### src/hdl/srof_pkg.sv
package srof_pkg;

  localparam int BYTE_W     = 8;
  localparam int REQ_BYTES  = 9;
  localparam int POL_LOW_W  = 64;
  localparam int CFG_DATA_W = 64;
  localparam int CFG_IDX_W  = 2;
  localparam int FF_BYTES   = 3;
  localparam int CARRY_BITS = 2;

  localparam logic [BYTE_W-1:0] PREV_SET   = 8'hFF;
  localparam logic [BYTE_W-1:0] PREV_CLEAR = 8'h00;

  typedef enum logic [CFG_IDX_W-1:0] {
    CFG_BOARD_COUNT = 2'd0,
    CFG_POL_LOW     = 2'd1,
    CFG_POL_HIGH    = 2'd2
  } cfg_idx_t;

  typedef struct packed {
    logic [BYTE_W-1:0] vec;
    logic [BYTE_W-1:0] work;
    logic              diff;
  } lane_out_t;

  function automatic logic [BYTE_W-1:0] flip8(input logic [BYTE_W-1:0] v);
    logic [BYTE_W-1:0] r;
    r = '0;
    for (int b = 0; b < BYTE_W; b++) begin
      r[BYTE_W-1-b] = v[b];
    end
    return r;
  endfunction

endpackage

### src/hdl/srof_lane.sv
module srof_lane
  import srof_pkg::*;
(
  input  logic [BYTE_W-1:0] req,
  input  logic [BYTE_W-1:0] pol,
  input  logic [BYTE_W-1:0] prev,
  input  logic [BYTE_W-1:0] low_vec,
  input  logic              active,
  input  logic              shift_en,
  output lane_out_t         res
);

  logic [BYTE_W-1:0] vec;

  assign vec = req ^ pol;

  always_comb begin
    res.vec  = vec;
    // board pair shift: two top bits of the byte below move in at the bottom
    res.work = shift_en ? {vec[BYTE_W-CARRY_BITS-1:0], low_vec[BYTE_W-1 -: CARRY_BITS]}
                        : vec;
    res.diff = active && (vec != prev);
  end

endmodule

### src/hdl/srof_emit.sv
module srof_emit
  import srof_pkg::*;
#(
  parameter int MAX_BYTES = 9
)
(
  input  logic                               clk,
  input  logic                               rst,
  input  logic                               s_valid,
  output logic                               s_ready,
  input  lane_out_t                          lanes [MAX_BYTES],
  input  logic [$clog2(MAX_BYTES+1)-1:0]     act,
  output logic [BYTE_W-1:0]                  prev [MAX_BYTES],
  output logic                               m_valid,
  input  logic                               m_ready,
  output logic [BYTE_W-1:0]                  m_data,
  output logic                               m_last
);

  localparam int CNT_W = $clog2(MAX_BYTES + 1);
  localparam int IDX_W = (MAX_BYTES > 1) ? $clog2(MAX_BYTES) : 1;

  logic [CNT_W-1:0]  cnt;
  logic [BYTE_W-1:0] obuf      [MAX_BYTES];
  logic [BYTE_W-1:0] obuf_next [MAX_BYTES];
  logic              changed;
  logic              load;
  logic              take;

  // merge of the lane compare results
  always_comb begin
    changed = 1'b0;
    for (int i = 0; i < MAX_BYTES; i++) begin
      changed = changed | lanes[i].diff;
    end
  end

  assign m_valid = (cnt != '0);
  assign m_last  = (cnt == CNT_W'(1));
  assign m_data  = obuf[0];
  assign take    = m_valid && m_ready;
  assign s_ready = (cnt == '0) || (m_last && m_ready);
  assign load    = s_valid && s_ready && changed;

  // highest active byte goes out first
  always_comb begin
    logic [CNT_W-1:0] sel;
    for (int p = 0; p < MAX_BYTES; p++) begin
      sel = act - CNT_W'(1) - CNT_W'(p);
      if (CNT_W'(p) < act) begin
        obuf_next[p] = flip8(lanes[sel[IDX_W-1:0]].work);
      end else begin
        obuf_next[p] = '0;
      end
    end
  end

  always_ff @(posedge clk) begin
    if (rst) begin
      cnt <= '0;
      for (int i = 0; i < MAX_BYTES; i++) begin
        prev[i] <= (i < FF_BYTES) ? PREV_SET : PREV_CLEAR;
      end
    end else if (load) begin
      cnt <= act;
      for (int i = 0; i < MAX_BYTES; i++) begin
        if (CNT_W'(i) < act) begin
          prev[i] <= lanes[i].vec;
        end
      end
    end else if (take) begin
      cnt <= cnt - CNT_W'(1);
    end
  end

  always_ff @(posedge clk) begin
    if (load) begin
      obuf <= obuf_next;
    end else if (take) begin
      for (int p = 0; p < MAX_BYTES - 1; p++) begin
        obuf[p] <= obuf[p+1];
      end
    end
  end

endmodule

### src/hdl/shift_register_output_refresh_top.sv
// channel   | handshake          | payload
// s (in)    | s_tvalid/s_tready  | s_tdata: byte_0 .. byte_8, 8 bits each
// m (out)   | m_tvalid/m_tready  | m_tdata: serial_byte, m_tlast: latch_now
// cfg       | cfg_we             | cfg_index, cfg_data
// a request that matches the stored vector is taken and gives nothing
// a changed request gives 2*board_count+3 items (at most MAX_BYTES), one per cycle while m_tready is high
// the next request is taken in the cycle the last byte of a refresh is taken
// the output buffer register sets the rate: it holds one refresh at a time
// rst is synchronous; stored vector resets to bytes 0-2 all ones, others zero
// a stalled output holds its item; input waits until the buffer drains
module shift_register_output_refresh_top
  import srof_pkg::*;
#(
  parameter int MAX_BYTES = 9
)
(
  input  logic                  clk,
  input  logic                  rst,
  input  logic                  s_tvalid,
  output logic                  s_tready,
  input  logic [71:0]           s_tdata,   // byte_0 .. byte_8
  output logic                  m_tvalid,
  input  logic                  m_tready,
  output logic [7:0]            m_tdata,   // serial_byte
  output logic                  m_tlast,   // latch_now
  input  logic                  cfg_we,
  input  logic [CFG_IDX_W-1:0]  cfg_index,
  input  logic [CFG_DATA_W-1:0] cfg_data
);

  localparam int CNT_W = $clog2(MAX_BYTES + 1);

  logic [1:0]           board_count;
  logic [POL_LOW_W-1:0] pol_low;
  logic [BYTE_W-1:0]    pol_high;
  logic [3:0]           act_full;
  logic [CNT_W-1:0]     act;
  lane_out_t            lanes [MAX_BYTES];
  logic [BYTE_W-1:0]    prev  [MAX_BYTES];

  always_ff @(posedge clk) begin
    if (rst) begin
      board_count <= '0;
      pol_low     <= '0;
      pol_high    <= '0;
    end else if (cfg_we) begin
      case (cfg_index)
        CFG_BOARD_COUNT: board_count <= cfg_data[1:0];
        CFG_POL_LOW:     pol_low     <= cfg_data[POL_LOW_W-1:0];
        CFG_POL_HIGH:    pol_high    <= cfg_data[BYTE_W-1:0];
        default: ;
      endcase
    end
  end

  assign act_full = {1'b0, board_count, 1'b1} + 4'd2;
  assign act      = (act_full > 4'(MAX_BYTES)) ? CNT_W'(MAX_BYTES) : CNT_W'(act_full);

  for (genvar j = 0; j < MAX_BYTES; j++) begin : g_lane
    localparam int K = (j >= 1) ? (j - 1) / 2 : 0;
    logic [BYTE_W-1:0] pol;
    logic [BYTE_W-1:0] low_vec;
    logic              shift_en;

    if (j < 8) begin : g_pl
      assign pol = pol_low[BYTE_W*j +: BYTE_W];
    end else begin : g_ph
      assign pol = pol_high;
    end

    if (j >= 3) begin : g_sh
      assign shift_en = (2'(K) <= board_count) && (CNT_W'(2*K+2) < act);
    end else begin : g_ns
      assign shift_en = 1'b0;
    end

    if (j >= 1) begin : g_lo
      assign low_vec = lanes[j-1].vec;
    end else begin : g_l0
      assign low_vec = '0;
    end

    srof_lane u_lane (
      .req      (s_tdata[BYTE_W*j +: BYTE_W]),
      .pol      (pol),
      .prev     (prev[j]),
      .low_vec  (low_vec),
      .active   (CNT_W'(j) < act),
      .shift_en (shift_en),
      .res      (lanes[j])
    );
  end

  srof_emit #(
    .MAX_BYTES (MAX_BYTES)
  ) u_emit (
    .clk     (clk),
    .rst     (rst),
    .s_valid (s_tvalid),
    .s_ready (s_tready),
    .lanes   (lanes),
    .act     (act),
    .prev    (prev),
    .m_valid (m_tvalid),
    .m_ready (m_tready),
    .m_data  (m_tdata),
    .m_last  (m_tlast)
  );

  // input never overwrites a refresh still being sent
  a_no_overrun: assert property (@(posedge clk) disable iff (rst)
    s_tready |-> (!m_tvalid || (m_tlast && m_tready)))
    else $error("input taken while output buffer busy");

  // a refresh only ends on its latch byte
  a_end_on_last: assert property (@(posedge clk) disable iff (rst)
    $fell(m_tvalid) |-> $past(m_tlast))
    else $error("refresh ended without latch byte");

  // a non-final byte taken is followed by more bytes
  a_frame_cont: assert property (@(posedge clk) disable iff (rst)
    (m_tvalid && m_tready && !m_tlast) |=> m_tvalid)
    else $error("refresh cut short");

endmodule

### config.mk
export PLATFORM = sky130hd
export DESIGN_NAME = shift_register_output_refresh_top
export DESIGN_NICKNAME = d
export VERILOG_FILES = /design/src/hdl/srof_pkg.sv /design/src/hdl/srof_lane.sv /design/src/hdl/srof_emit.sv /design/src/hdl/shift_register_output_refresh_top.sv
export SDC_FILE = /design/constraint.sdc
export NUM_CORES = 1
export LEC_CHECK = 0
export BUFFER_PORTS_ARGS = -buffer_cell sky130_fd_sc_hd__buf_2
export CAP_MARGIN = 20
export CORE_UTILIZATION = 62
export DETAILED_ROUTE_END_ITERATION = 6
export PLACE_DENSITY = 0.81
export SLEW_MARGIN = 5
export SYNTH_ARGS = -nofsm -noshare
export SYNTH_HDL_FRONTEND = slang
export SYNTH_SLANG_ARGS = --single-unit
### constraint.sdc
create_clock -name clk -period 14.31 [get_ports clk]
set_clock_uncertainty 0.05 [all_clocks]
set_input_delay 0.7155 -clock clk [delete_from_list [all_inputs] [get_ports clk]]
set_output_delay 0.7155 -clock clk [all_outputs]
set_load 0.05 [all_outputs]
Word level (Yosys, flattened, before mapping)
Index checks and enable logic that the tools add are counted. Widths: inputs -> output; s select.

Register bits: 222. Output and inout port bits: 11.

Equal/unequal tests: 12. $lt $le $gt $ge: 22. Muxes and demuxes: 46. Bitwise logic cells: 26. Add/sub/neg operators: 11. Reductions and logical operators: 33.

Operator list (number): $bmux 17 s4 (9); $mux 9 (18); $mux 64 (2); $mux 8 (14); $ne 8x8->1 (9); $xor 8x8->8 (9); $ge 5x5->1 const B (9); $not 4->5 (9); $reduce_and 2->1 (12); $logic_and 1x1->1 (16); $lt 3x4->1 const A (4); $sub 4x3->4 const B (4); $mux 4 (3); $sub 4x1->4 const B (3); $lt 1x4->1 const A (2); $lt 2x4->1 const A (2); $or 1x1->1 (8); $sub 4x2->4 const B (2); $add 3x2->4 const B (1); $eq 4x1->1 const B (1); $gt 4x4->1 const B (1); $le 2x2->1 const A (2); $logic_not 4->1 (1); $lt 4x4->1 const A (1); other kinds (8) (8).

Depth between registers and ports, before layout
Gate-level depths: netlist of the first run.

Word-level depth: 15. Depth in mapped cells: 12. Mapped depth without buffers: 9.

Cells and area by module
A second synthesis of the first run with hierarchy kept.

Cell total of the unflattened synthesis: 1556. Area, all modules: 15313.4 µm².

By module, submodules not included: srof_emit (times used 1, cells an instance 977, sequential area each 3683.5 µm², area each 8944.8 µm²); shift_register_output_refresh_top (times used 1, cells an instance 327, sequential area each 1481.4 µm², area each 3328.2 µm²); srof_lane (times used 9, cells an instance 28, sequential area each 0.0 µm², area each 337.8 µm²).

Worst setup path before layout of the first run
OpenSTA, ideal clock, no wires.

Path kind: register to register. Start: register board_count[0]. End: register u_emit.obuf (netlist bit u_emit.m_data[0]) (enable). Period minus slack after synthesis: 4.472 ns. Required time: 13.567 ns. Cell stages (with the launch flop): 11. Slack: 9.838 ns. Data arrival time: 3.729 ns. Path buffers: 3. Library setup time: 0.693 ns. Path through: dfxtp_1 > clkbuf_1 > inv_2 > buf_1 > ha_1 > nand2_1 > o41ai_2 > o2111ai_2 > a21oi_4 > clkbuf_1 > nand2_1.

Longest elaborated chain between the ends: 15. Elaborated cells between the ends (all ways): 31. Those cells by class: add/sub (1); order compare (10); mux (1); bitwise (8); reduce/logical (11).

RTL lines: from (decl) (RTL line shift_register_output_refresh_top.sv:33) `logic [1:0] board_count;`; from (signal assigned) (RTL line shift_register_output_refresh_top.sv:48) `CFG_BOARD_COUNT: board_count <= cfg_data[1:0];`; $add 3x2->4 * (RTL line shift_register_output_refresh_top.sv:56) `assign act_full = {1'b0, board_count, 1'b1} + 4'd2;`; $gt 4x4->1 (RTL line shift_register_output_refresh_top.sv:57) `assign act = (act_full > 4'(MAX_BYTES)) ? CNT_W'(MAX_BYTES) : CNT_W'(act_full);`; $mux 4 * (RTL line shift_register_output_refresh_top.sv:57); $lt 1x4->1 (RTL line shift_register_output_refresh_top.sv:88) `.active (CNT_W'(j) < act),`; $logic_and 1x1->1 (RTL line srof_lane.sv:22) `res.diff = active && (vec != prev);`; $or 1x1->1 (7 in series) (RTL line srof_emit.sv:34) `changed = changed | lanes[i].diff;`; $or 1x1->1 * (RTL line srof_emit.sv:34); $logic_and 1x1->1 * (RTL line srof_emit.sv:43) `assign load = s_valid && s_ready && changed;`; $reduce_bool 2->1 (no source line) *; to (signal assigned) (RTL line srof_emit.sv:78) `obuf <= obuf_next;`; to (signal, indexed assignment) (RTL line srof_emit.sv:81) `obuf[p] <= obuf[p+1];`; to (decl) (RTL line srof_emit.sv:24) `logic [BYTE_W-1:0] obuf [MAX_BYTES];`.

Mark *: on every way between the ends. The rest lies on a longest branch, timed or not. A chain may end at the register's enable or synchronous reset.

Worst setup path in the final report of the first run
Start: register board_count[0]. End: register u_emit.obuf (netlist bit u_emit.m_data[7]) (data pin).

Elaborated cells between the ends (all ways): 49. Those cells by class: add/sub (2); order compare (13); mux (12); bitwise (9); reduce/logical (13).

RTL lines: $add 3x2->4 * (RTL line shift_register_output_refresh_top.sv:56); $gt 4x4->1 (RTL line shift_register_output_refresh_top.sv:57); $mux 4 * (RTL line shift_register_output_refresh_top.sv:57); $lt 3x4->1 * (RTL line shift_register_output_refresh_top.sv:88); named net g_lane[7].u_lane.active (RTL line srof_lane.sv:8) `input logic active,`; $logic_and 1x1->1 * (RTL line srof_lane.sv:22); $or 1x1->1 * (2 in series) (RTL line srof_emit.sv:34); $logic_and 1x1->1 * (RTL line srof_emit.sv:43); $mux 64 * (RTL line srof_emit.sv:77) `if (load) begin`.

The timed path passes the listed nets; every way through them passes the cells marked *. The select of a mux whose other input is x is not followed.

==> results of run 1 <==
-- per-layer routing --
metal	global-route usage	vias up	wire (um)
li1	-	4983	-
met5	0	-	13
met3	0.0936	108	3400
met2	0.552	496	17600
met4	0.143	2	1660
met1	0.432	5178	14900
-- power breakdown --
group          switching (mW)  internal (mW)
clock network           0.264          0.412
registers              0.0622          0.855
logic                   0.434          0.265
-- registers in the layout, summed over array words and instances (netlist names) --
signal and cells:
u_emit.prev 72, u_emit.cnt 4, u_emit.obuf 64, board_count 2, pol_low 64, u_emit.m_data 8
g_lane.pol 8
-- area by class of cell --
class,count,area [sq um],area share
antenna,1,2.50,0.000163
clock buffer,31,648,0.0423
clock inverter,15,203,0.0132
inverter,53,200,0.0131
multi-input combinational,932,7810,0.510
sequential,222,5170,0.337
tap,275,344,0.0225
timing repair buffer,174,937,0.0612
-- per-stage QoR --
stage | hold WS [ns] | cell area (sq um) | utilization | power, mW
global placement | 0.404 | 14400 | 0.677 | 1.59
global route | 0.369 | 15300 | 0.719 | 2.38
CTS | 0.362 | 15300 | 0.717 | 2.29
finish | 0.368 | 15300 | 0.719 | 2.29
floorplan | 0.398 | 13600 | - | 1.44
detailed placement | 0.408 | 14400 | 0.677 | 1.61
-- cells by family (layout without fill, tap and decap cells) --
kind of cell / after synthesis / after routing / share of synthesized area
AO/OA/AOI/OAI: 319 / 319 / 0.177
XOR/XNOR: 151 / 151 / 0.164
adder cells (fa/ha/maj): 7 / 7 / 0.00643
buffers and inverters: 153 / 273 / 0.0473
flip-flops: 222 / 222 / 0.379
multiplexers: 117 / 117 / 0.119
other: 0 / 1 / 0
AND/OR/NAND/NOR: 338 / 338 / 0.107
-- placed cells by master, fill, tap and decap left out, types with 32 or more instances in the layout --
cell,count
edfxtp_1,72
inv_1,48
dfxtp_1,149
mux2i_1,45
o21ai_0,34
xor2_1,59
nor2_1,106
a211oi_1,43
a21oi_1,83
o211ai_1,44
nand2_1,161
mux4_2,32
xnor3_1,66
buf_2,154
-- worst max-delay path, cell delays in order (launching register included) --
cell,delay [ns]
dfxtp_2,0.51
ha_1,0.79
clkinv_1,0.93
o2111ai_2,0.97
a21oi_4,0.10
buf_4,0.30
clkinv_2,0.18
buf_4,0.88
mux2_2,0.42
-- how the worst max path moves through the flow --
stage                    from               end  slack (ns)
3_5_place_dp   board_count[0]  u_emit.m_data[7]        9.06
2_1_floorplan  board_count[0]  u_emit.m_data[0]        9.84
6_report       board_count[0]  u_emit.m_data[7]        8.87
3_3_place_gp   board_count[0]  u_emit.m_data[7]        9.18
4_1_cts        board_count[0]  u_emit.m_data[7]        9.03
5_1_grt        board_count[0]  u_emit.m_data[7]        8.60
==> metrics.cfg, run 1 <==
[setup_path]
path_max_fanout = 74
critPathRequiredTime_ns = 14.53
setup.worst_path.class = reg -> reg
r2r_slack_ns = 8.87
worstSetupStartpointType = flip-flop
critPathCaptureType = flip-flop
arrival_ns = 5.66
r2r_end = u_emit.m_data[7]
reg2regPathDepth = 8
reg2reg_from = board_count[0]

[synth]
synth-warning-count = 0
ys_top_cells_by_count = nand2_1, dfxtp_1, nor2_1
synth_cells = 1307
synth_cell_type_count = 64
synth_area_leader_cell = dfxtp_1
ys.flop_type = dfxtp_1
synth.most_common_cell = nand2_1
async_reset_ff_frac = 0
netlist_top_cells_area = dfxtp_1, edfxtp_1, xnor3_1
synth.top_cell.area_share = 0.221
synthesis.area_sq_um = 13600
seq_area_frac_synth = 0.379
avgSynthCellArea_sq_um = 10.4
synth-edff-count = 72
synth-seq-cells = 222
syn_nets = 1457

[floorplanning]
io-pin-count = 154
die_h_um = 150
die-area_sq_um = 22500
initial_core_util = 0.639
num_rows = 53
die_w_um = 150
coreArea_sq_um = 21300

[detailed_routing]
num_vias = 10800
wire_per_inst_um = 22.0
drt_iter0_drc = 1150
post-route-drc-count = 0
vias_per_cell = 6.32
firstDrtPassIters = 5
ant_nets = 0
wl_mm = 37.6

[global_route]
grt_pass1_vias = 10500
antenna_found_initial = 1
grt_use_total = 0.342
grt_overflow = 0
grt_max_degree = 75
grt_pass1_wl_mm = 58.2

[sta]
setup_viol = 0
period_share = 0.380
timing.final.ws_setup_ns = 8.87
grt_setup_unrepaired = false
max_slew_margin = 0.249
report.final.slew_viol_count = 0
fin_setup_tns_ns = 0
min_period_ns = 5.44
final_hold_viol_count = 0
worstMarginPinSlew_ns = 1.13
timing.fmax_ghz = 0.184

[worst_hold_path]
hold_path_end = pol_low[29]
hold_path.startpoint = cfg_data[29]
hp-class = in -> reg
min_path_cells = 3

[flow_run]
drv_cap = 0

[pwr]
peakVddDrop_uv = 100
leakage_nw = 6.06
pwr_density_cell_nw_per_um2 = 150

[clock_tree]
postCtsSetupRepairBufs = 0
cts_buffers = 25
clk_pin_slew_worst_paths_ns = 0.06
htreeDepth = 1
clockRootBuffer = clkbuf_16
cts_tree = built
clockBufferDepth = 3
clock_latency_ns = 0.53
cts.sinks = 222
ctsResizeCount = 0
cts_hold_buffers = 0

[final_layout]
final_nets = 1558
nFillCells = 1502
synthToLayoutAreaGrowth_pct = 12.5
drive_gt1_frac = 0.227
fin_cells = 1703

[placement]
portBuffers = 153
globalplace.congestion = 0.964
dpl.hpwl_mm = 26.5
pre_cts_ws_ns = 9.06
dp_cells = 1651

[run_status]
status = completed

No activity file was read; power rests on OpenSTA's default activity.
==> inputs of run 2 (changes only) <==
--- a/config.mk
+++ b/config.mk
@@ -7,9 +7,9 @@
 export LEC_CHECK = 0
 export BUFFER_PORTS_ARGS = -buffer_cell sky130_fd_sc_hd__buf_2
 export CAP_MARGIN = 20
-export CORE_UTILIZATION = 62
+export CORE_UTILIZATION = 60
 export DETAILED_ROUTE_END_ITERATION = 6
-export PLACE_DENSITY = 0.81
+export PLACE_DENSITY = 0.79
 export SLEW_MARGIN = 5
 export SYNTH_ARGS = -nofsm -noshare
 export SYNTH_HDL_FRONTEND = slang
==> constraint.sdc (replaced) <==
create_clock -name clk -period 5.6 [get_ports clk]
set_clock_uncertainty 0.05 [all_clocks]
set_input_delay 0.28 -clock clk [delete_from_list [all_inputs] [get_ports clk]]
set_output_delay 0.28 -clock clk [all_outputs]
set_load 0.05 [all_outputs]
==> metrics.cfg, run 2 (synthesis gave the netlist of run 1 again) <==
[final_layout]
largest_reg_flops = 72  ; unchanged
final_common_cell = nand2_1  ; unchanged
top_register = u_emit.prev  ; unchanged
layout_common_cells = nand2_1, buf_2, dfxtp_1, nor2_1, a21oi_1  ; unchanged
synthToLayoutAreaGrowth_pct = 16.7  ; was 12.5%
nFillCells = 1578  ; was 1,502
drive_gt1_frac = 0.214  ; was 0.227
final_nets = 1624  ; was 1,558
top_regs = u_emit.prev (72), pol_low (64), u_emit.obuf (64)  ; unchanged

[clock_tree]
ctsResizeCount = 0  ; unchanged
cts_buffers = 25  ; unchanged
clock_latency_ns = 0.52  ; was 0.53 ns
htreeDepth = 1  ; unchanged
clockRootBuffer = clkbuf_16  ; unchanged
clockBufferDepth = 3  ; unchanged
cts_tree = built  ; unchanged
clk_pin_slew_worst_paths_ns = 0.06  ; about the same
cts.sinks = 222  ; unchanged

[floorplanning]
num_rows = 54  ; was 53
die_w_um = 153  ; was 150 um
die-area_sq_um = 23300  ; was 22,500 sq um
initial_core_util = 0.618  ; was 0.639
coreArea_sq_um = 22000  ; was 21,300 sq um
io-pin-count = 154  ; unchanged
die_h_um = 153  ; was 150 um

[global_route]
grt_use_total = 0.348  ; was 0.342
grt_overflow = 0  ; unchanged
grt_max_degree = 76  ; was 75
antenna_found_initial = 2  ; was 1
grt_pass1_wl_mm = 63.3  ; was 58.2 mm
grt_pass1_vias = 11400  ; was 10,500

[run_status]
violations = DRC
status = finished with violations  ; was completed

[detailed_routing]
drt_iter0_drc = 1302  ; was 1,150
vias_per_cell = 6.42  ; was 6.32
post-route-drc-count = 5  ; was 0
ant_nets = 0  ; unchanged
num_vias = 11400  ; was 10,800
wl_mm = 40.2  ; was 37.6 mm
wire_per_inst_um = 22.7  ; was 22.0 um
firstDrtPassIters = 7  ; was 5

[setup_path]
arrival_ns = 4.51  ; was 5.66 ns
cp_slowest_stage_delay_ns = 0.78  ; was 0.97 ns
cp_cell_sequence = inv_2 -> ha_1 -> buf_4 -> or2_2 -> nor2_2 -> mux2_2 -> mux4_2 -> o2bb2ai_1 -> mux2_1  ; was ha_1 -> clkinv_1 -> o2111ai_2 -> a21oi_4 -> buf_4 -> clkinv_2 -> buf_4 -> mux2_2
crit_buf_inv = 2  ; was 4
worstSetupStartpointType = flip-flop  ; unchanged
worst_path_max_delay_cell = nor2_2  ; was o2111ai_2
setup.worst_path.class = reg -> reg  ; unchanged
critPathCaptureType = flip-flop  ; unchanged
path_max_fanout = 29  ; was 74
critPathRequiredTime_ns = 5.82  ; was 14.53 ns
crit_family = simple AND/OR/NAND/NOR gates  ; was buffers and inverters

[pwr]
pwr_density_cell_nw_per_um2 = 363  ; was 150 nW/um^2
peakVddDrop_uv = 271  ; was 100 uV
leakage_nw = 6.29  ; was 6.06 nW

[sta]
period_share = 0.765  ; was 0.380
fin_setup_tns_ns = 0  ; unchanged
setup_viol = 0  ; unchanged
timing.fmax_ghz = 0.233  ; was 0.184 GHz
min_period_ns = 4.29  ; was 5.44 ns
final_hold_viol_count = 0  ; unchanged
max_slew_margin = 0.287  ; was 0.249
report.final.slew_viol_count = 0  ; unchanged
worstMarginPinSlew_ns = 1.07  ; was 1.13 ns
grt_setup_unrepaired = false  ; unchanged
timing.final.ws_setup_ns = 1.31  ; was 8.87 ns

[placement]
dpl.hpwl_mm = 26.8  ; was 26.5 mm
globalplace.congestion = 1.00  ; was 0.964
portBuffers = 153  ; unchanged
pre_cts_ws_ns = 1.39  ; was 9.06 ns

[flow_run]
drv_cap = 0  ; unchanged

[worst_hold_path]
hp-class = in -> reg  ; unchanged

-- run 2: layer usage --
layer	share of wire	vias to the layer above	GRT usage
li1	-	5101	-
met5	0.00032	-	0
met2	0.47	678	0.572
met4	0.044	2	0.152
met1	0.38	5437	0.448
met3	0.11	144	0.0697
-- run 2: what timing repair did --
action	in CTS	in global routing
buffers inserted	0	0
endpoints found under the hold margin	70	0
hold buffers	64	0
endpoints found under the setup margin	0	0
-- run 2: cell type report --
class / count / area [sq um] / share of cell area
diodes: 1 / 2.50 / 0.000158
clock buffers: 37 / 701 / 0.0441
clock inverters: 6 / 52.6 / 0.00331
inverters: 53 / 200 / 0.0126
multi-input cells: 932 / 7810 / 0.492
flip-flops and latches: 222 / 5170 / 0.325
well taps: 280 / 350 / 0.0221
repair buffers: 240 / 1590 / 0.100
-- run 2: path summary, 6_finish.rpt --
| path | startpoint | endpoint | slack (ns) | cells after the start |
|---|---|---|---|---|
| worst max register to register | board_count[0] | u_emit.m_data[4] | 1.31 | 9 |
| worst min-delay path | s_tdata[11] | u_emit.prev[59] | 0.07 | 4 |
| worst max-delay path | board_count[0] | u_emit.m_data[4] | 1.31 | 9 |
| worst min register to register | pol_low[13] | pol_low[13] | 0.42 | 2 |
-- run 2: stage by stage --
stage / util / hold WS, ns / total power, mW / area (sq um) / cells
after global routing: 0.721 / 0.0950 / 5.98 / 15900 / 1770
after global placement: 0.656 / 0.403 / 4.09 / 14400 / 1660
after CTS: 0.719 / 0.0573 / 5.74 / 15800 / 1768
after floorplan: - / 0.366 / 3.68 / 13600 / 1307
final: 0.721 / 0.0736 / 5.77 / 15900 / 1771
after detailed placement: 0.656 / 0.411 / 4.14 / 14500 / 1661
-- run 2: where the power goes --
part | internal, mW | leakage, nW | switching [mW]
clock | 0.904 | 0.369 | 0.666
sequential | 2.18 | 1.94 | 0.162
combinational | 0.707 | 3.98 | 1.14
-- run 2: worst min-delay path, cell delays in order --
cell       delay (ns)
buf_2            0.10
xor2_1           0.10
inv_1            0.06
a2bb2oi_1        0.05
